`src/sv/xcrc_pkg.sv`:
```
// Shared types, constants and the CRC-16/XMODEM byte step of the XMODEM-CRC receiver.
package xcrc_pkg;

    localparam int ADDR_BITS   = 20;
    localparam int SMALL_BLOCK = 128;
    localparam int LARGE_BLOCK = 1024;

    localparam int SIZE_BITS = 21;
    localparam int IDX_BITS  = 11;
    localparam int RETRY_BITS = 8;
    localparam int CFG_BITS  = 21;
    localparam int CFG_IDX_BITS = 2;

    localparam logic [7:0] CH_SOH = 8'h01;
    localparam logic [7:0] CH_STX = 8'h02;
    localparam logic [7:0] CH_EOT = 8'h04;
    localparam logic [7:0] CH_ACK = 8'h06;
    localparam logic [7:0] CH_NAK = 8'h15;
    localparam logic [7:0] CH_CAN = 8'h18;
    localparam logic [7:0] CH_C   = 8'h43;

    localparam logic [2:0] ST_DONE     = 3'd0;
    localparam logic [2:0] ST_CANCEL   = 3'd1;
    localparam logic [2:0] ST_BLKNUM   = 3'd2;
    localparam logic [2:0] ST_OVERFLOW = 3'd3;
    localparam logic [2:0] ST_INVALID  = 3'd4;
    localparam logic [2:0] ST_TIMEOUT  = 3'd5;
    localparam logic [2:0] ST_NONE     = 3'd6;

    localparam logic [CFG_IDX_BITS-1:0] CFG_BUF_LIMIT  = 2'd0;
    localparam logic [CFG_IDX_BITS-1:0] CFG_START_WAIT = 2'd1;
    localparam logic [CFG_IDX_BITS-1:0] CFG_DATA_WAIT  = 2'd2;
    localparam logic [CFG_IDX_BITS-1:0] CFG_RETRY      = 2'd3;

    localparam logic [SIZE_BITS-1:0]  BUF_LIMIT_RST  = 21'h100000;
    localparam logic [SIZE_BITS-1:0]  START_WAIT_RST = 21'h010000;
    localparam logic [SIZE_BITS-1:0]  DATA_WAIT_RST  = 21'h100000;
    localparam logic [RETRY_BITS-1:0] RETRY_RST      = 8'd50;

    // Output tdata layout, lowest bit first.
    localparam int OFS_SEND_VALID  = 0;
    localparam int OFS_SEND_BYTE   = 1;
    localparam int OFS_WRITE_VALID = 9;
    localparam int OFS_WRITE_ADDR  = 10;
    localparam int OFS_WRITE_DATA  = OFS_WRITE_ADDR + ADDR_BITS;
    localparam int OFS_STATUS      = OFS_WRITE_DATA + 8;
    localparam int OFS_SIZE        = OFS_STATUS + 3;
    localparam int OUT_RAW_BITS    = OFS_SIZE + SIZE_BITS;
    localparam int OUT_BITS        = ((OUT_RAW_BITS + 7) / 8) * 8;

    typedef enum logic [1:0] {
        KIND_BYTE  = 2'd0,
        KIND_TICK  = 2'd1,
        KIND_START = 2'd2,
        KIND_NONE  = 2'd3
    } t_kind;

    typedef enum logic [2:0] {
        PH_HEADER   = 3'd0,
        PH_BLKNUM   = 3'd1,
        PH_BLKCOMP  = 3'd2,
        PH_DATA     = 3'd3,
        PH_CRC_HI   = 3'd4,
        PH_CRC_LO   = 3'd5,
        PH_ENDED    = 3'd6
    } t_phase;

    typedef struct packed {
        t_kind      kind;
        logic [7:0] data;
    } t_item;

    typedef struct packed {
        logic                 send_valid;
        logic [7:0]           send_byte;
        logic                 write_valid;
        logic [ADDR_BITS-1:0] write_addr;
        logic [7:0]           write_data;
        logic                 finished;
        logic [2:0]           status;
        logic [SIZE_BITS-1:0] received_size;
    } t_result;

    function automatic logic [15:0] crc_next(input logic [15:0] crc, input logic [7:0] b);
        logic [15:0] c;
        c = crc ^ {b, 8'h00};
        for (int k = 0; k < 8; k++) begin
            if (c[15]) begin
                c = {c[14:0], 1'b0} ^ 16'h1021;
            end else begin
                c = {c[14:0], 1'b0};
            end
        end
        return c;
    endfunction

endpackage

```
`src/sv/xmodem_crc_receiver_core.sv`:
```
// Top level of the XMODEM-CRC / 1K-XMODEM receiver: front queue, protocol engine, stream ports.
// A result is registered: its item passes a queue slot and then the result register on the way out.
// Throughput: one item per cycle unless a result stalls, with a CRC byte and protocol step each.
// A two-entry queue between front and engine lets the input keep flowing while a result waits.
// Reset is synchronous and active low: it empties the queue and the result register,
// returns the session to waiting for a header and restores every register to its default.
module xmodem_crc_receiver_core (
    input  logic                                i_clk,
    input  logic                                i_rst_n,
    input  logic                                s_tvalid,
    output logic                                s_tready,
    input  logic [7:0]                          s_tdata,   // rx_byte
    input  logic [1:0]                          s_tuser,   // req_type
    output logic                                m_tvalid,
    input  logic                                m_tready,
    // send_valid, send_byte, write_valid, write_addr, write_data, status, received_size
    output logic [xcrc_pkg::OUT_BITS-1:0]       m_tdata,
    output logic                                m_tlast,   // finished
    input  logic                                i_cfg_we,
    input  logic [xcrc_pkg::CFG_IDX_BITS-1:0]   i_cfg_idx,
    input  logic [xcrc_pkg::CFG_BITS-1:0]       i_cfg_data
);
    import xcrc_pkg::*;

    logic    w_q_valid;
    logic    w_q_pop;
    t_item   w_q_item;
    t_result w_res;

    xcrc_front u_front (
        .i_clk      (i_clk),
        .i_rst_n    (i_rst_n),
        .i_valid    (s_tvalid),
        .o_ready    (s_tready),
        .i_req_type (s_tuser),
        .i_rx_byte  (s_tdata),
        .o_q_valid  (w_q_valid),
        .o_q_item   (w_q_item),
        .i_q_pop    (w_q_pop)
    );

    xcrc_back u_back (
        .i_clk       (i_clk),
        .i_rst_n     (i_rst_n),
        .i_cfg_we    (i_cfg_we),
        .i_cfg_idx   (i_cfg_idx),
        .i_cfg_data  (i_cfg_data),
        .i_q_valid   (w_q_valid),
        .i_q_item    (w_q_item),
        .o_q_pop     (w_q_pop),
        .o_res_valid (m_tvalid),
        .o_res       (w_res),
        .i_res_ready (m_tready)
    );

    assign m_tlast = w_res.finished;
    assign m_tdata = OUT_BITS'({w_res.received_size, w_res.status, w_res.write_data,
                                w_res.write_addr, w_res.write_valid, w_res.send_byte,
                                w_res.send_valid});

endmodule

```
`src/sv/xcrc_front.sv`:
```
// Front end: classifies incoming items and holds them in a two-entry queue for the engine.
module xcrc_front (
    input  logic           i_clk,
    input  logic           i_rst_n,
    input  logic           i_valid,
    output logic           o_ready,
    input  logic [1:0]     i_req_type,
    input  logic [7:0]     i_rx_byte,
    output logic           o_q_valid,
    output xcrc_pkg::t_item o_q_item,
    input  logic           i_q_pop
);
    import xcrc_pkg::*;

    t_item      r_slot [2];
    logic       r_wr_ptr;
    logic       r_rd_ptr;
    logic [1:0] r_count;
    logic [1:0] n_count;
    t_kind      w_kind;
    logic       w_push;

    always_comb begin
        unique case (i_req_type)
            2'd0:    w_kind = KIND_BYTE;
            2'd1:    w_kind = KIND_TICK;
            2'd2:    w_kind = KIND_START;
            default: w_kind = KIND_NONE;
        endcase
    end

    // Unknown request types change nothing, so they are dropped here.
    assign o_ready   = (r_count != 2'd2);
    assign w_push    = i_valid && o_ready && (w_kind != KIND_NONE);
    assign o_q_valid = (r_count != 2'd0);
    assign o_q_item  = r_slot[r_rd_ptr];

    always_comb begin
        n_count = r_count;
        if (w_push && !i_q_pop) begin
            n_count = r_count + 2'd1;
        end else if (!w_push && i_q_pop) begin
            n_count = r_count - 2'd1;
        end
    end

    always_ff @(posedge i_clk) begin
        if (!i_rst_n) begin
            r_wr_ptr <= 1'b0;
            r_rd_ptr <= 1'b0;
            r_count  <= 2'd0;
        end else begin
            r_count <= n_count;
            if (w_push) begin
                r_wr_ptr <= ~r_wr_ptr;
            end
            if (i_q_pop) begin
                r_rd_ptr <= ~r_rd_ptr;
            end
        end
    end

    always_ff @(posedge i_clk) begin
        if (w_push) begin
            r_slot[r_wr_ptr] <= '{kind: w_kind, data: i_rx_byte};
        end
    end

endmodule

```
`src/sv/xcrc_back.sv`:
```
// Protocol engine: runs the XMODEM-CRC receive state machine and holds the result register.
module xcrc_back (
    input  logic                           i_clk,
    input  logic                           i_rst_n,
    input  logic                           i_cfg_we,
    input  logic [xcrc_pkg::CFG_IDX_BITS-1:0] i_cfg_idx,
    input  logic [xcrc_pkg::CFG_BITS-1:0]  i_cfg_data,
    input  logic                           i_q_valid,
    input  xcrc_pkg::t_item                i_q_item,
    output logic                           o_q_pop,
    output logic                           o_res_valid,
    output xcrc_pkg::t_result              o_res,
    input  logic                           i_res_ready
);
    import xcrc_pkg::*;

    localparam int SUM_BITS = SIZE_BITS + 1;

    logic [SIZE_BITS-1:0]  r_buf_limit;
    logic [SIZE_BITS-1:0]  r_start_wait;
    logic [SIZE_BITS-1:0]  r_data_wait;
    logic [RETRY_BITS-1:0] r_retry_limit;

    t_phase                r_phase, n_phase;
    logic                  r_large, n_large;
    logic [IDX_BITS-1:0]   r_index, n_index;
    logic [7:0]            r_expected, n_expected;
    logic [7:0]            r_got_blk, n_got_blk;
    logic [7:0]            r_crc_hi, n_crc_hi;
    logic [15:0]           r_crc, n_crc;
    logic [SIZE_BITS-1:0]  r_total, n_total;
    logic [SIZE_BITS-1:0]  r_wait, n_wait;
    logic [RETRY_BITS-1:0] r_retry, n_retry;

    logic                  r_out_valid;
    t_result               r_out;
    t_result               w_res;
    logic                  w_has_res;
    logic [IDX_BITS-1:0]   w_len;
    logic [IDX_BITS-1:0]   w_hdr_len;
    logic [IDX_BITS-1:0]   w_idx_inc;
    logic [SIZE_BITS-1:0]  w_limit;
    logic [SIZE_BITS-1:0]  w_wait_inc;
    logic [SUM_BITS-1:0]   w_need;
    logic                  w_go;

    assign w_go        = !r_out_valid || i_res_ready;
    assign o_q_pop     = i_q_valid && w_go;
    assign o_res_valid = r_out_valid;
    assign o_res       = r_out;

    assign w_len      = r_large ? IDX_BITS'(LARGE_BLOCK) : IDX_BITS'(SMALL_BLOCK);
    assign w_hdr_len  = (i_q_item.data == CH_STX) ? IDX_BITS'(LARGE_BLOCK)
                                                  : IDX_BITS'(SMALL_BLOCK);
    assign w_idx_inc  = r_index + IDX_BITS'(1);
    assign w_wait_inc = r_wait + SIZE_BITS'(1);
    assign w_need     = SUM_BITS'(r_total) + SUM_BITS'(w_hdr_len);

    always_comb begin
        w_limit = (r_phase == PH_HEADER) ? r_start_wait : r_data_wait;
        if (w_limit == '0) begin
            w_limit = SIZE_BITS'(1);
        end
    end

    always_comb begin
        n_phase    = r_phase;
        n_large    = r_large;
        n_index    = r_index;
        n_expected = r_expected;
        n_got_blk  = r_got_blk;
        n_crc_hi   = r_crc_hi;
        n_crc      = r_crc;
        n_total    = r_total;
        n_wait     = r_wait;
        n_retry    = r_retry;
        w_has_res  = 1'b0;
        w_res      = '{send_valid: 1'b0, send_byte: 8'h00, write_valid: 1'b0,
                       write_addr: '0, write_data: 8'h00, finished: 1'b0,
                       status: ST_NONE, received_size: '0};

        case (i_q_item.kind)
            KIND_START: begin
                n_phase    = PH_HEADER;
                n_large    = 1'b0;
                n_index    = '0;
                n_expected = 8'd1;
                n_got_blk  = 8'h00;
                n_crc_hi   = 8'h00;
                n_crc      = 16'h0000;
                n_total    = '0;
                n_wait     = '0;
                n_retry    = '0;
            end
            KIND_TICK: begin
                if (r_phase != PH_ENDED) begin
                    if (w_wait_inc < w_limit) begin
                        n_wait = w_wait_inc;
                    end else begin
                        n_wait    = '0;
                        w_has_res = 1'b1;
                        if (r_phase == PH_HEADER) begin
                            if (r_retry == r_retry_limit) begin
                                n_phase        = PH_ENDED;
                                w_res.finished = 1'b1;
                                w_res.status   = ST_TIMEOUT;
                            end else begin
                                n_retry          = r_retry + RETRY_BITS'(1);
                                w_res.send_valid = 1'b1;
                                w_res.send_byte  = CH_C;
                            end
                        end else begin
                            n_phase          = PH_HEADER;
                            w_res.send_valid = 1'b1;
                            w_res.send_byte  = CH_NAK;
                        end
                    end
                end
            end
            KIND_BYTE: begin
                if (r_phase != PH_ENDED) begin
                    n_wait = '0;
                    unique case (r_phase)
                        PH_HEADER: begin
                            n_retry = '0;
                            if (i_q_item.data == CH_SOH || i_q_item.data == CH_STX) begin
                                n_large = (i_q_item.data == CH_STX);
                                if (w_need > SUM_BITS'(r_buf_limit)) begin
                                    n_phase        = PH_ENDED;
                                    w_has_res      = 1'b1;
                                    w_res.finished = 1'b1;
                                    w_res.status   = ST_OVERFLOW;
                                end else begin
                                    n_index = '0;
                                    n_crc   = 16'h0000;
                                    n_phase = PH_BLKNUM;
                                end
                            end else begin
                                n_phase          = PH_ENDED;
                                w_has_res        = 1'b1;
                                w_res.finished   = 1'b1;
                                w_res.send_valid = 1'b1;
                                if (i_q_item.data == CH_EOT) begin
                                    w_res.send_byte = CH_ACK;
                                    w_res.status    = ST_DONE;
                                end else if (i_q_item.data == CH_CAN) begin
                                    w_res.send_byte = CH_ACK;
                                    w_res.status    = ST_CANCEL;
                                end else begin
                                    w_res.send_byte = CH_NAK;
                                    w_res.status    = ST_INVALID;
                                end
                            end
                        end
                        PH_BLKNUM: begin
                            n_got_blk = i_q_item.data;
                            n_phase   = PH_BLKCOMP;
                        end
                        PH_BLKCOMP: begin
                            n_phase = PH_DATA;
                        end
                        PH_DATA: begin
                            n_crc             = crc_next(r_crc, i_q_item.data);
                            w_has_res         = 1'b1;
                            w_res.write_valid = 1'b1;
                            w_res.write_addr  = ADDR_BITS'(SUM_BITS'(r_total)
                                                          + SUM_BITS'(r_index));
                            w_res.write_data  = i_q_item.data;
                            n_index           = w_idx_inc;
                            if (w_idx_inc >= w_len) begin
                                n_phase = PH_CRC_HI;
                            end
                        end
                        PH_CRC_HI: begin
                            n_crc_hi = i_q_item.data;
                            n_phase  = PH_CRC_LO;
                        end
                        PH_CRC_LO: begin
                            w_has_res        = 1'b1;
                            w_res.send_valid = 1'b1;
                            if (r_got_blk != r_expected) begin
                                n_phase         = PH_ENDED;
                                w_res.finished  = 1'b1;
                                w_res.status    = ST_BLKNUM;
                                w_res.send_byte = CH_CAN;
                            end else begin
                                n_phase = PH_HEADER;
                                if ({r_crc_hi, i_q_item.data} == r_crc) begin
                                    n_total         = r_total + SIZE_BITS'(w_len);
                                    n_expected      = r_expected + 8'd1;
                                    w_res.send_byte = CH_ACK;
                                end else begin
                                    w_res.send_byte = CH_NAK;
                                end
                            end
                        end
                        default: begin
                            n_phase = r_phase;
                        end
                    endcase
                end
            end
            default: begin
                n_phase = r_phase;
            end
        endcase
        w_res.received_size = n_total;
    end

    always_ff @(posedge i_clk) begin
        if (!i_rst_n) begin
            r_phase    <= PH_HEADER;
            r_large    <= 1'b0;
            r_index    <= '0;
            r_expected <= 8'd1;
            r_got_blk  <= 8'h00;
            r_crc_hi   <= 8'h00;
            r_crc      <= 16'h0000;
            r_total    <= '0;
            r_wait     <= '0;
            r_retry    <= '0;
        end else if (o_q_pop) begin
            r_phase    <= n_phase;
            r_large    <= n_large;
            r_index    <= n_index;
            r_expected <= n_expected;
            r_got_blk  <= n_got_blk;
            r_crc_hi   <= n_crc_hi;
            r_crc      <= n_crc;
            r_total    <= n_total;
            r_wait     <= n_wait;
            r_retry    <= n_retry;
        end
    end

    always_ff @(posedge i_clk) begin
        if (!i_rst_n) begin
            r_buf_limit   <= BUF_LIMIT_RST;
            r_start_wait  <= START_WAIT_RST;
            r_data_wait   <= DATA_WAIT_RST;
            r_retry_limit <= RETRY_RST;
        end else if (i_cfg_we) begin
            unique case (i_cfg_idx)
                CFG_BUF_LIMIT:  r_buf_limit   <= i_cfg_data;
                CFG_START_WAIT: r_start_wait  <= i_cfg_data;
                CFG_DATA_WAIT:  r_data_wait   <= i_cfg_data;
                CFG_RETRY:      r_retry_limit <= i_cfg_data[RETRY_BITS-1:0];
                default:        r_retry_limit <= r_retry_limit;
            endcase
        end
    end

    always_ff @(posedge i_clk) begin
        if (!i_rst_n) begin
            r_out_valid <= 1'b0;
        end else if (w_go) begin
            r_out_valid <= o_q_pop && w_has_res;
        end
    end

    always_ff @(posedge i_clk) begin
        if (o_q_pop && w_has_res) begin
            r_out <= w_res;
        end
    end

endmodule

```
`config.mk`:
```
export PLATFORM = sky130hd
export DESIGN_NAME = xmodem_crc_receiver_core
export DESIGN_NICKNAME = d
export VERILOG_FILES = /design/src/sv/xcrc_pkg.sv /design/src/sv/xmodem_crc_receiver_core.sv /design/src/sv/xcrc_front.sv /design/src/sv/xcrc_back.sv
export SDC_FILE = /design/constraint.sdc
export NUM_CORES = 1
export LEC_CHECK = 0
export ABC_AREA = 0
export BUFFER_PORTS_ARGS = -buffer_cell sky130_fd_sc_hd__buf_2
export CAP_MARGIN = 20
export CORE_MARGIN = 1
export CORE_UTILIZATION = 61
export CTS_CLUSTER_DIAMETER = 40
export DETAILED_ROUTE_END_ITERATION = 7
export GPL_TIMING_DRIVEN = 0
export PLACE_DENSITY_LB_ADDON = 0.3
export SYNTH_ARGS = -nofsm -noshare
export SYNTH_HDL_FRONTEND = slang
export SYNTH_SLANG_ARGS = --single-unit
```
`constraint.sdc`:
```
create_clock -name i_clk -period 6.9 [get_ports i_clk]
set_input_delay 0.345 -clock i_clk [delete_from_list [all_inputs] [get_ports i_clk]]
set_output_delay 0.345 -clock i_clk [all_outputs]
set_load 0.1 [all_outputs]
```
* Word level (Yosys, flattened, before mapping) *
Memory sizes are Yosys's and may differ from the RTL's. A register that Yosys moved wholly into a read port is not among the register bits.
Cells that the tools add are included.

word-level totals
  output and inout port bits = 67
  register bits after elaboration = 244
  word-level logic and storage cells = 248
  input port bits = 38
  memory bits (writable) = 20
  memories kept = 1

operators by class
  add/subtract/negate cells = 9
  equality and inequality tests = 40
  muxes and demuxes = 123
  bitwise operators = 11
  reductions and logical operators = 35
  magnitude comparators = 3

memories
  memory          depth  bits a word  read ports  clocked after memory_dff  wr ports  RTL line          source
  u_front.r_slot  2      10           1           1                         1         xcrc_front.sv:15  t_item r_slot [2];

operator list
  kind                                           number
  2-to-1 mux 16 bit                              24
  2-to-1 mux 21 bit                              9
  2-to-1 mux 8 bit                               15
  2-to-1 mux 13 bit                              8
  case mux 16 bit (2 select lines)               2
  case mux 21 bit (3 select lines)               1
  2-to-1 mux 11 bit                              5
  case mux 8 bit (2 select lines)                3
  2-to-1 mux 9 bit                               5
  case mux 11 bit (2 select lines)               2
  2-to-1 mux 42 bit                              1
  case mux 21 bit (2 select lines)               1
  case mux 9 bit (2 select lines)                2
  2-to-1 mux 3 bit                               11
  2-to-1 mux 29 bit                              1
  2-to-1 mux 4 bit                               7
  inverter 3 bit                                 8
  case mux 8 bit (3 select lines)                1
  adder 21 x 11 -> 22 bit                        1
  greater-than comparator 22 x 21 -> 1 bit       1
  adder 21 x 1 -> 21 bit, second input constant  1
  adder 21 x 11 -> 21 bit                        1
  logical NOT 21 bit                             1
  less-than comparator 21 bit                    1
  47 further kinds                               109

* Logic depth before layout (Yosys ltp) *
Gate-level depths: netlist (run 1).

  depth in word-level cells = 41
  depth in mapped cells = 21
  mapped depth without buffers = 19

* Cells and area by module *
Synthesis (run 1) repeated with hierarchy kept, for this count alone.

second synthesis, totals
  cells, all modules = 1589
  area, all modules = 13940.9 um^2

modules (own cells, without submodules)
  module                    area each (um^2)  cells an instance  times used  sequential area each (um^2)
  xcrc_back                 12967.4           1527               1           5375.2
  xcrc_front                954.7             59                 1           700.7
  xmodem_crc_receiver_core  18.8              3                  1           0.0

* Worst setup path before layout (run 1) *
No wires, ideal clock.

  kind = register to register
  start point = mem u_front.r_slot[0][0] (netlist bit)
  end point = reg u_back.r_out (netlist bit u_back.o_res[0]) (enable)
  period minus slack after synthesis = 5856 ps
  path slack = 1044 ps
  buffers on the path = 0
  setup time = 415 ps
  data arrival time = 5441 ps
  required time = 6485 ps
  stages on the path, launching flop included = 18
  cells stage by stage = edfxtp_1 -> or4b_2 -> a222oi_1 -> inv_1 -> ha_1 -> ha_1 -> and2_1 -> maj3_1 -> xor2_1 -> ha_1 -> nand4_1 -> nor3_1 -> o31ai_1 -> and4b_1 -> o21ai_2 -> and2_1 -> o211ai_1 -> inv_1

RTL lines
  item                  RTL line          source
  start, declared       xcrc_front.sv:15
  end signal, assigned  xcrc_back.sv:263  r_out <= w_res;
  end, declared         xcrc_back.sv:36   t_result r_out;

==> results of run 1 <==
==> power by group <==
part | switching (W) | internal, W | leakage, nW
clock network | 0.000748 | 0.00132 | 0.671
logic | 0.00143 | 0.000446 | 3.20
registers | 0.0000647 | 0.00176 | 2.23
==> kinds of logic (layout without fill, tap and decap cells) <==
logic type               Yosys count  after routing  share of synthesized area
AND/OR/NAND/NOR                  649            649                      0.225
AO/OA/AOI/OAI                    294            294                      0.126
flip-flops                       263            263                      0.437
XOR/XNOR                         139            139                     0.0876
buffers and inverters            119            290                     0.0351
adder cells (fa/ha/maj)           66             66                     0.0598
multiplexers                      36             36                     0.0290
other                              1              4                   0.000270
==> final timing paths <==
| path | cells past startpoint | endpoint | slack [ns] | from |
|---|---|---|---|---|
| worst max-delay path | 19 | u_back.o_res[2] | 0.21 | u_front.r_slot[0][0] |
| worst min-delay path | 1 | u_front.r_slot[0][3] | 0.02 | s_tdata[3] |
| worst max register to register | 19 | u_back.o_res[2] | 0.21 | u_front.r_slot[0][0] |
| worst min register to register | 2 | u_back.r_buf_limit[16] | 0.45 | u_back.r_buf_limit[16] |
==> per-layer routing <==
layer | share of wire | vias to the layer above | track usage
met4 | 0.040 | 0 | 0.154
met1 | 0.41 | 5774 | 0.393
met3 | 0.080 | 120 | 0.0621
met5 | 0 | - | 0
met2 | 0.47 | 535 | 0.539
li1 | - | 5822 | -
==> placed cells by master (no fill, tap or decap), types with 10 or more instances in the layout <==
cell | netlist | layout
a21o_1 | 14 | 14
a21oi_1 | 160 | 160
a31oi_1 | 10 | 10
and2_1 | 18 | 18
and3_1 | 20 | 20
buf_2 | 3 | 103
clkbuf_1 | 62 | 65
clkbuf_16 | 0 | 41
dfxtp_1 | 182 | 182
edfxtp_1 | 81 | 81
ha_1 | 64 | 64
inv_1 | 37 | 36
mux2i_1 | 25 | 25
nand2_1 | 228 | 228
nand2b_1 | 11 | 11
nand3_1 | 64 | 64
nand3b_1 | 11 | 11
nand4_1 | 26 | 26
nor2_1 | 145 | 145
nor3_1 | 43 | 43
nor4_1 | 19 | 19
o21ai_0 | 34 | 34
o21ai_1 | 11 | 11
or3_1 | 21 | 21
xnor2_1 | 90 | 90
xor2_1 | 49 | 49
==> per-stage QoR <==
step           setup TNS [ns]  setup WS (ns)  utilization  instances
2_1_floorplan               0           1.04            -       1570
3_3_place_gp           -30.77         -0.515        0.668       1950
3_5_place_dp                0          0.512        0.669       1951
4_1_cts                     0          0.430        0.731       2021
5_1_grt                     0         0.0677        0.731       2021
6_report                    0          0.211        0.731       2021
==> registers in the layout (all words and copies together), names as in the netlist, 3 cells and up, named ones only <==
register              count
u_back.o_res             61
u_back.r_buf_limit       21
u_back.r_data_wait       21
u_back.r_start_wait      21
u_back.r_total           21
u_back.r_wait            21
u_front.r_slot           20
u_back.r_crc             16
u_back.r_index           11
u_back.r_crc_hi           8
u_back.r_expected         8
u_back.r_got_blk          8
u_back.r_retry            8
u_back.r_retry_limit      8
u_back.r_phase            3
==> layout make-up <==
type                       count  share of cell area
inverter                      39             0.00907
buffer                        80              0.0212
clock buffer                  47              0.0668
multi-input combinational   1188               0.455
clock inverter                23              0.0176
timing repair buffer         101              0.0322
sequential                   263               0.376
tap                          280              0.0217
==> results.yml, run 1 <==
power:
  p_per_area_nw_per_um2: 358
  power.total_w: 0.00577
  ir_drop_uv: 266
  leakage_nw: 6.10
sta:
  post-route-min-period_ns: 6.69
  finClkSkew_ns: 0.0139
  drv_slew: 0
  worst_pin_slew_ns: 1.24
  min_period_over_period: 0.969
  slew_headroom: 0.174
  hold_viol_final: 0
  hold_ws_ns: 0.0170
  fmax_ghz: 0.150
  grt_setup_unrepaired: "no"
  setup_violations: 0
setup_path:
  startpoint_type: "flop"
  crit_buf_inv: 3
  critical_path.top_delay_family: "simple AND/OR/NAND/NOR gates"
  worstPathCellList: "or4b_2, a222oi_1, inv_1, ha_1, ha_1, and2_1, maj3_1, nand2_1, xnor2_1, ha_1, nand4_1, nor3_1, o31ai_1, and4b_1, o21ai_2, and2_1, o211ai_1, inv_2, buf_12"
  cp_max_fo: 48
  critPathRequiredTime_ns: 7.10
  cpMostUsedCell: "ha_1"
  critPathSlowestCell: "a222oi_1"
  max_stage_delay_ns: 0.99
  critPathKind: "reg -> reg"
  worstPathArrival_ns: 6.89
  crit_path_end_kind: "flop"
floorplan:
  die_h_microns: 153
  initial_utilization: 0.629
  num_rows: 54
  die-area_sq_um: 23400
  die_w_microns: 153
  pin_count: 105
  core-area_sq_um: 22100
drt:
  routed_wl_mm: 37.8
  dr.pass1.iters: 6
  antenna_left: 0
  vias: 12300
  via_per_inst: 6.06
  drc: 0
  drt_iter0_markers: 1099
  wl_per_cell_microns: 18.7
finish:
  ff_latch_area_sq_um: 6080
  finish.instance_area_sq_um: 16100
  num-nets-final: 1815
  antenna_cells: 0
  drive_gt1_frac: 0.122
  num-fill-cells: 1645
  synthToLayoutAreaGrowth_pct: 16.2
  multi_input_area_sq_um: 7340
synth:
  synth_cell_type_count: 84
  syn_inst: 1567
  synth_edf_count: 81
  yosysSeqAreaShare: 0.437
  yosys.area.top_type: "dfxtp_1"
  synth.area.top_cells: "dfxtp_1, edfxtp_1, nand2_1"
  synthArstFlopShare: 0
  syn_area_per_cell_sq_um: 8.87
  synth-seq-cells: 263
  ys_top_cells_by_count: "nand2_1, dfxtp_1, a21oi_1, nor2_1, xnor2_1"
  synth_area_sq_um: 13900
  synth_ff_type: "dfxtp_1"
  synth_top_area_share: 0.262
  yosysWarningCount: 0
  synth.most_common_cell: "nand2_1"
clocking:
  cts_made_buffers: 39
  insertion_delay_ns: 0.53
  post_cts_resized: 0
  cts_tree: "done"
  max-clock-path-buffers: 3
  cts_sinks: 263
  path_clk_slew_ns: 0.05
  h-tree-depth: 2
  ctsHoldBuffers: 0
  root_buffer: "clkbuf_16"
  postCtsSetupBuffers: 0
grt:
  antenna_found_initial: 0
  grt_usage: 0.319
  grt_overflow: 0
  grt_pass1_vias: 11800
  grt_max_degree: 49
  grt_first_pass_wirelength_mm: 59.5
flow_run:
  cap_violations: 0
outcome:
  status: "complete, no violations"
placement:
  place_hpwl_mm: 27.5
  placed_area_sq_um: 14800
  place_congestion: 0.943
  port_buffers: 100
min_path:
  hold_class: "in -> reg"
Power figures use the tool's default switching activity.
==> run 2, diff against run 1 <==
--- a/config.mk
+++ b/config.mk
@@ -9,7 +9,7 @@
 export BUFFER_PORTS_ARGS = -buffer_cell sky130_fd_sc_hd__buf_2
 export CAP_MARGIN = 20
 export CORE_MARGIN = 1
-export CORE_UTILIZATION = 61
+export CORE_UTILIZATION = 55
 export CTS_CLUSTER_DIAMETER = 40
 export DETAILED_ROUTE_END_ITERATION = 7
 export GPL_TIMING_DRIVEN = 0
==> constraint.sdc (replaced) <==
create_clock -name i_clk -period 5.65 [get_ports i_clk]
set_input_delay 0.2825 -clock i_clk [delete_from_list [all_inputs] [get_ports i_clk]]
set_output_delay 0.2825 -clock i_clk [all_outputs]
set_load 0.1 [all_outputs]
==> results.yml, run 2 (synthesis gave the netlist of run 1 again) <==
outcome:
  status: "complete, no violations"
setup_path:
  startpoint_type: "flop"
  cp_max_fo: 47
  max_stage_delay_ns: 0.41
  critPathSlowestCell: "or3_1"
  worstPathArrival_ns: 5.64
  crit_path_end_kind: "flop"
  worstPathCellList: "buf_6, or3_1, a222oi_1, buf_4, inv_1, ha_2, ha_2, and2_1, maj3_2, nand2_1, xnor2_1, ha_1, a21o_1, a211o_1, o221ai_2, and4b_1, o21ai_4, and2_1, o211ai_1, clkinvlp_4, buf_4, buf_12"
  critPathKind: "reg -> reg"
  critPathRequiredTime_ns: 5.90
sta:
  drv_slew: 0
  worst_pin_slew_ns: 1.13
  finClkSkew_ns: 0.0156
  min_period_over_period: 0.953
  post-route-min-period_ns: 5.39
  slew_headroom: 0.243
  hold_viol_final: 0
  layout_setup_ws_ns: 0.263
  grt_setup_unrepaired: "no"
  setup_violations: 0
  fmax_ghz: 0.186
clocking:
  cts_tree: "done"
  path_clk_slew_ns: 0.06
  insertion_delay_ns: 0.53
  h-tree-depth: 2
  root_buffer: "clkbuf_16"
  max-clock-path-buffers: 3
  cts_made_buffers: 40
  cts_sinks: 263
finish:
  multi_input_area_sq_um: 7380
  utilization: 0.669
  largest_reg_flops: 61
  num-nets-final: 1837
  synthToLayoutAreaGrowth_pct: 18.2
  drive_gt1_frac: 0.135
  final_cell_mix: "nand2_1, dfxtp_1, a21oi_1"
  final_common_cell: "nand2_1"
  antenna_cells: 0
  ff_latch_area_sq_um: 6080
  num-fill-cells: 1953
placement:
  port_buffers: 100
  place_hpwl_mm: 27.4
  place_congestion: 0.930
  dpl_worst_slack_ns: -0.603
power:
  ir_drop_uv: 310
  p_per_area_nw_per_um2: 430
  power.total_w: 0.00706
  leakage_nw: 6.19
drt:
  dr.pass1.iters: 6
  routed_wl_mm: 37.5
  antenna_left: 0
  via_per_inst: 5.90
  vias: 12300
  wl_per_cell_microns: 18.0
  drt_iter0_markers: 1206
  drc: 0
grt:
  grt_max_degree: 48
  grt_pass1_vias: 11400
  grt_usage: 0.285
  grt_overflow: 0
  grt_first_pass_wirelength_mm: 58.5
  antenna_found_initial: 0
flow_run:
  cap_violations: 0
floorplan:
  initial_utilization: 0.566
  die_w_microns: 161
  num_rows: 57
  pin_count: 105
  die_h_microns: 161
  core-area_sq_um: 24500
  die-area_sq_um: 25900
min_path:
  hold_class: "in -> reg"
-- run 2: cell count changes in the layout (fill, tap and decap cells not counted), moves of 2 or more --
cell,previous run,this run
clkinv_4,2,5
bufinv_16,5,3
ha_2,0,2
clkinv_1,5,2
clkinv_8,0,2
clkbuf_8,3,1
ha_1,64,62
dlygate4sd3_1,0,8
buf_4,6,19
clkinvlp_4,1,5
-- run 2: layer usage --
| metal | global-route usage | routed length [microns] |
|---|---|---|
| met5 | 0 | 0 |
| met2 | 0.470 | 17600 |
| met3 | 0.0517 | 3090 |
| met1 | 0.367 | 15500 |
| met4 | 0.118 | 1310 |
-- run 2: critical path, delay by kind of cell (launching register included) --
kind                       cells  cell delay (ns)
adders and majority gates      4             1.07
xor gates and xnor gates       1             0.07
buffers and inverters          6             0.99
DFF                            1             0.36
and+or+nand+nor                5             1.11
AOI/OAI and AO/OA              6             1.43
-- run 2: through the flow --
step | hold slack (ns) | cell area (sq um) | setup TNS [ns] | cells
floorplan | 0.381 | 13900 | 0 | 1570
global placement | 0.445 | 14800 | -72.98 | 1994
detailed placement | 0.449 | 14900 | -33.97 | 1995
CTS | 0.00706 | 16300 | 0 | 2078
global route | 0.0179 | 16400 | 0 | 2089
finish | 0.0166 | 16400 | 0 | 2089
-- run 2: cell type report --
type / count / share of cell area
multi-input combinational: 1188 / 0.450
sequential: 263 / 0.370
clock buffer: 44 / 0.0638
timing repair buffer: 122 / 0.0425
tap: 324 / 0.0247
buffer: 80 / 0.0208
clock inverter: 29 / 0.0194
inverter: 39 / 0.00914
-- run 2: worst paths after layout --
| kind | startpoint | end | slack [ns] | cells after the start |
|---|---|---|---|---|
| setup / recovery | flop | u_back.o_res[18] | 0.26 | 22 |
| hold / removal | i_cfg_data[16] | u_back.r_start_wait[16] | 0.02 | 3 |
| setup reg to reg | flop | u_back.o_res[18] | 0.26 | 22 |
| hold reg to reg | u_back.r_buf_limit[6] | u_back.r_buf_limit[6] | 0.45 | 2 |
-- run 2: where the power goes --
group | switching [W] | internal (W)
combinational | 0.00177 | 0.000576
sequential | 0.0000792 | 0.00215
clock | 0.000964 | 0.00152
total | 0.00281 | 0.00425
-- run 2: what timing repair did --
action | in CTS | in global routing
setup endpoints to repair | 71 | 67
pin swaps | 2 | 2
resized for setup | 0 | 3
hold buffers | 8 | 0
setup buffers | 2 | 11
hold endpoints to repair | 16 | 0
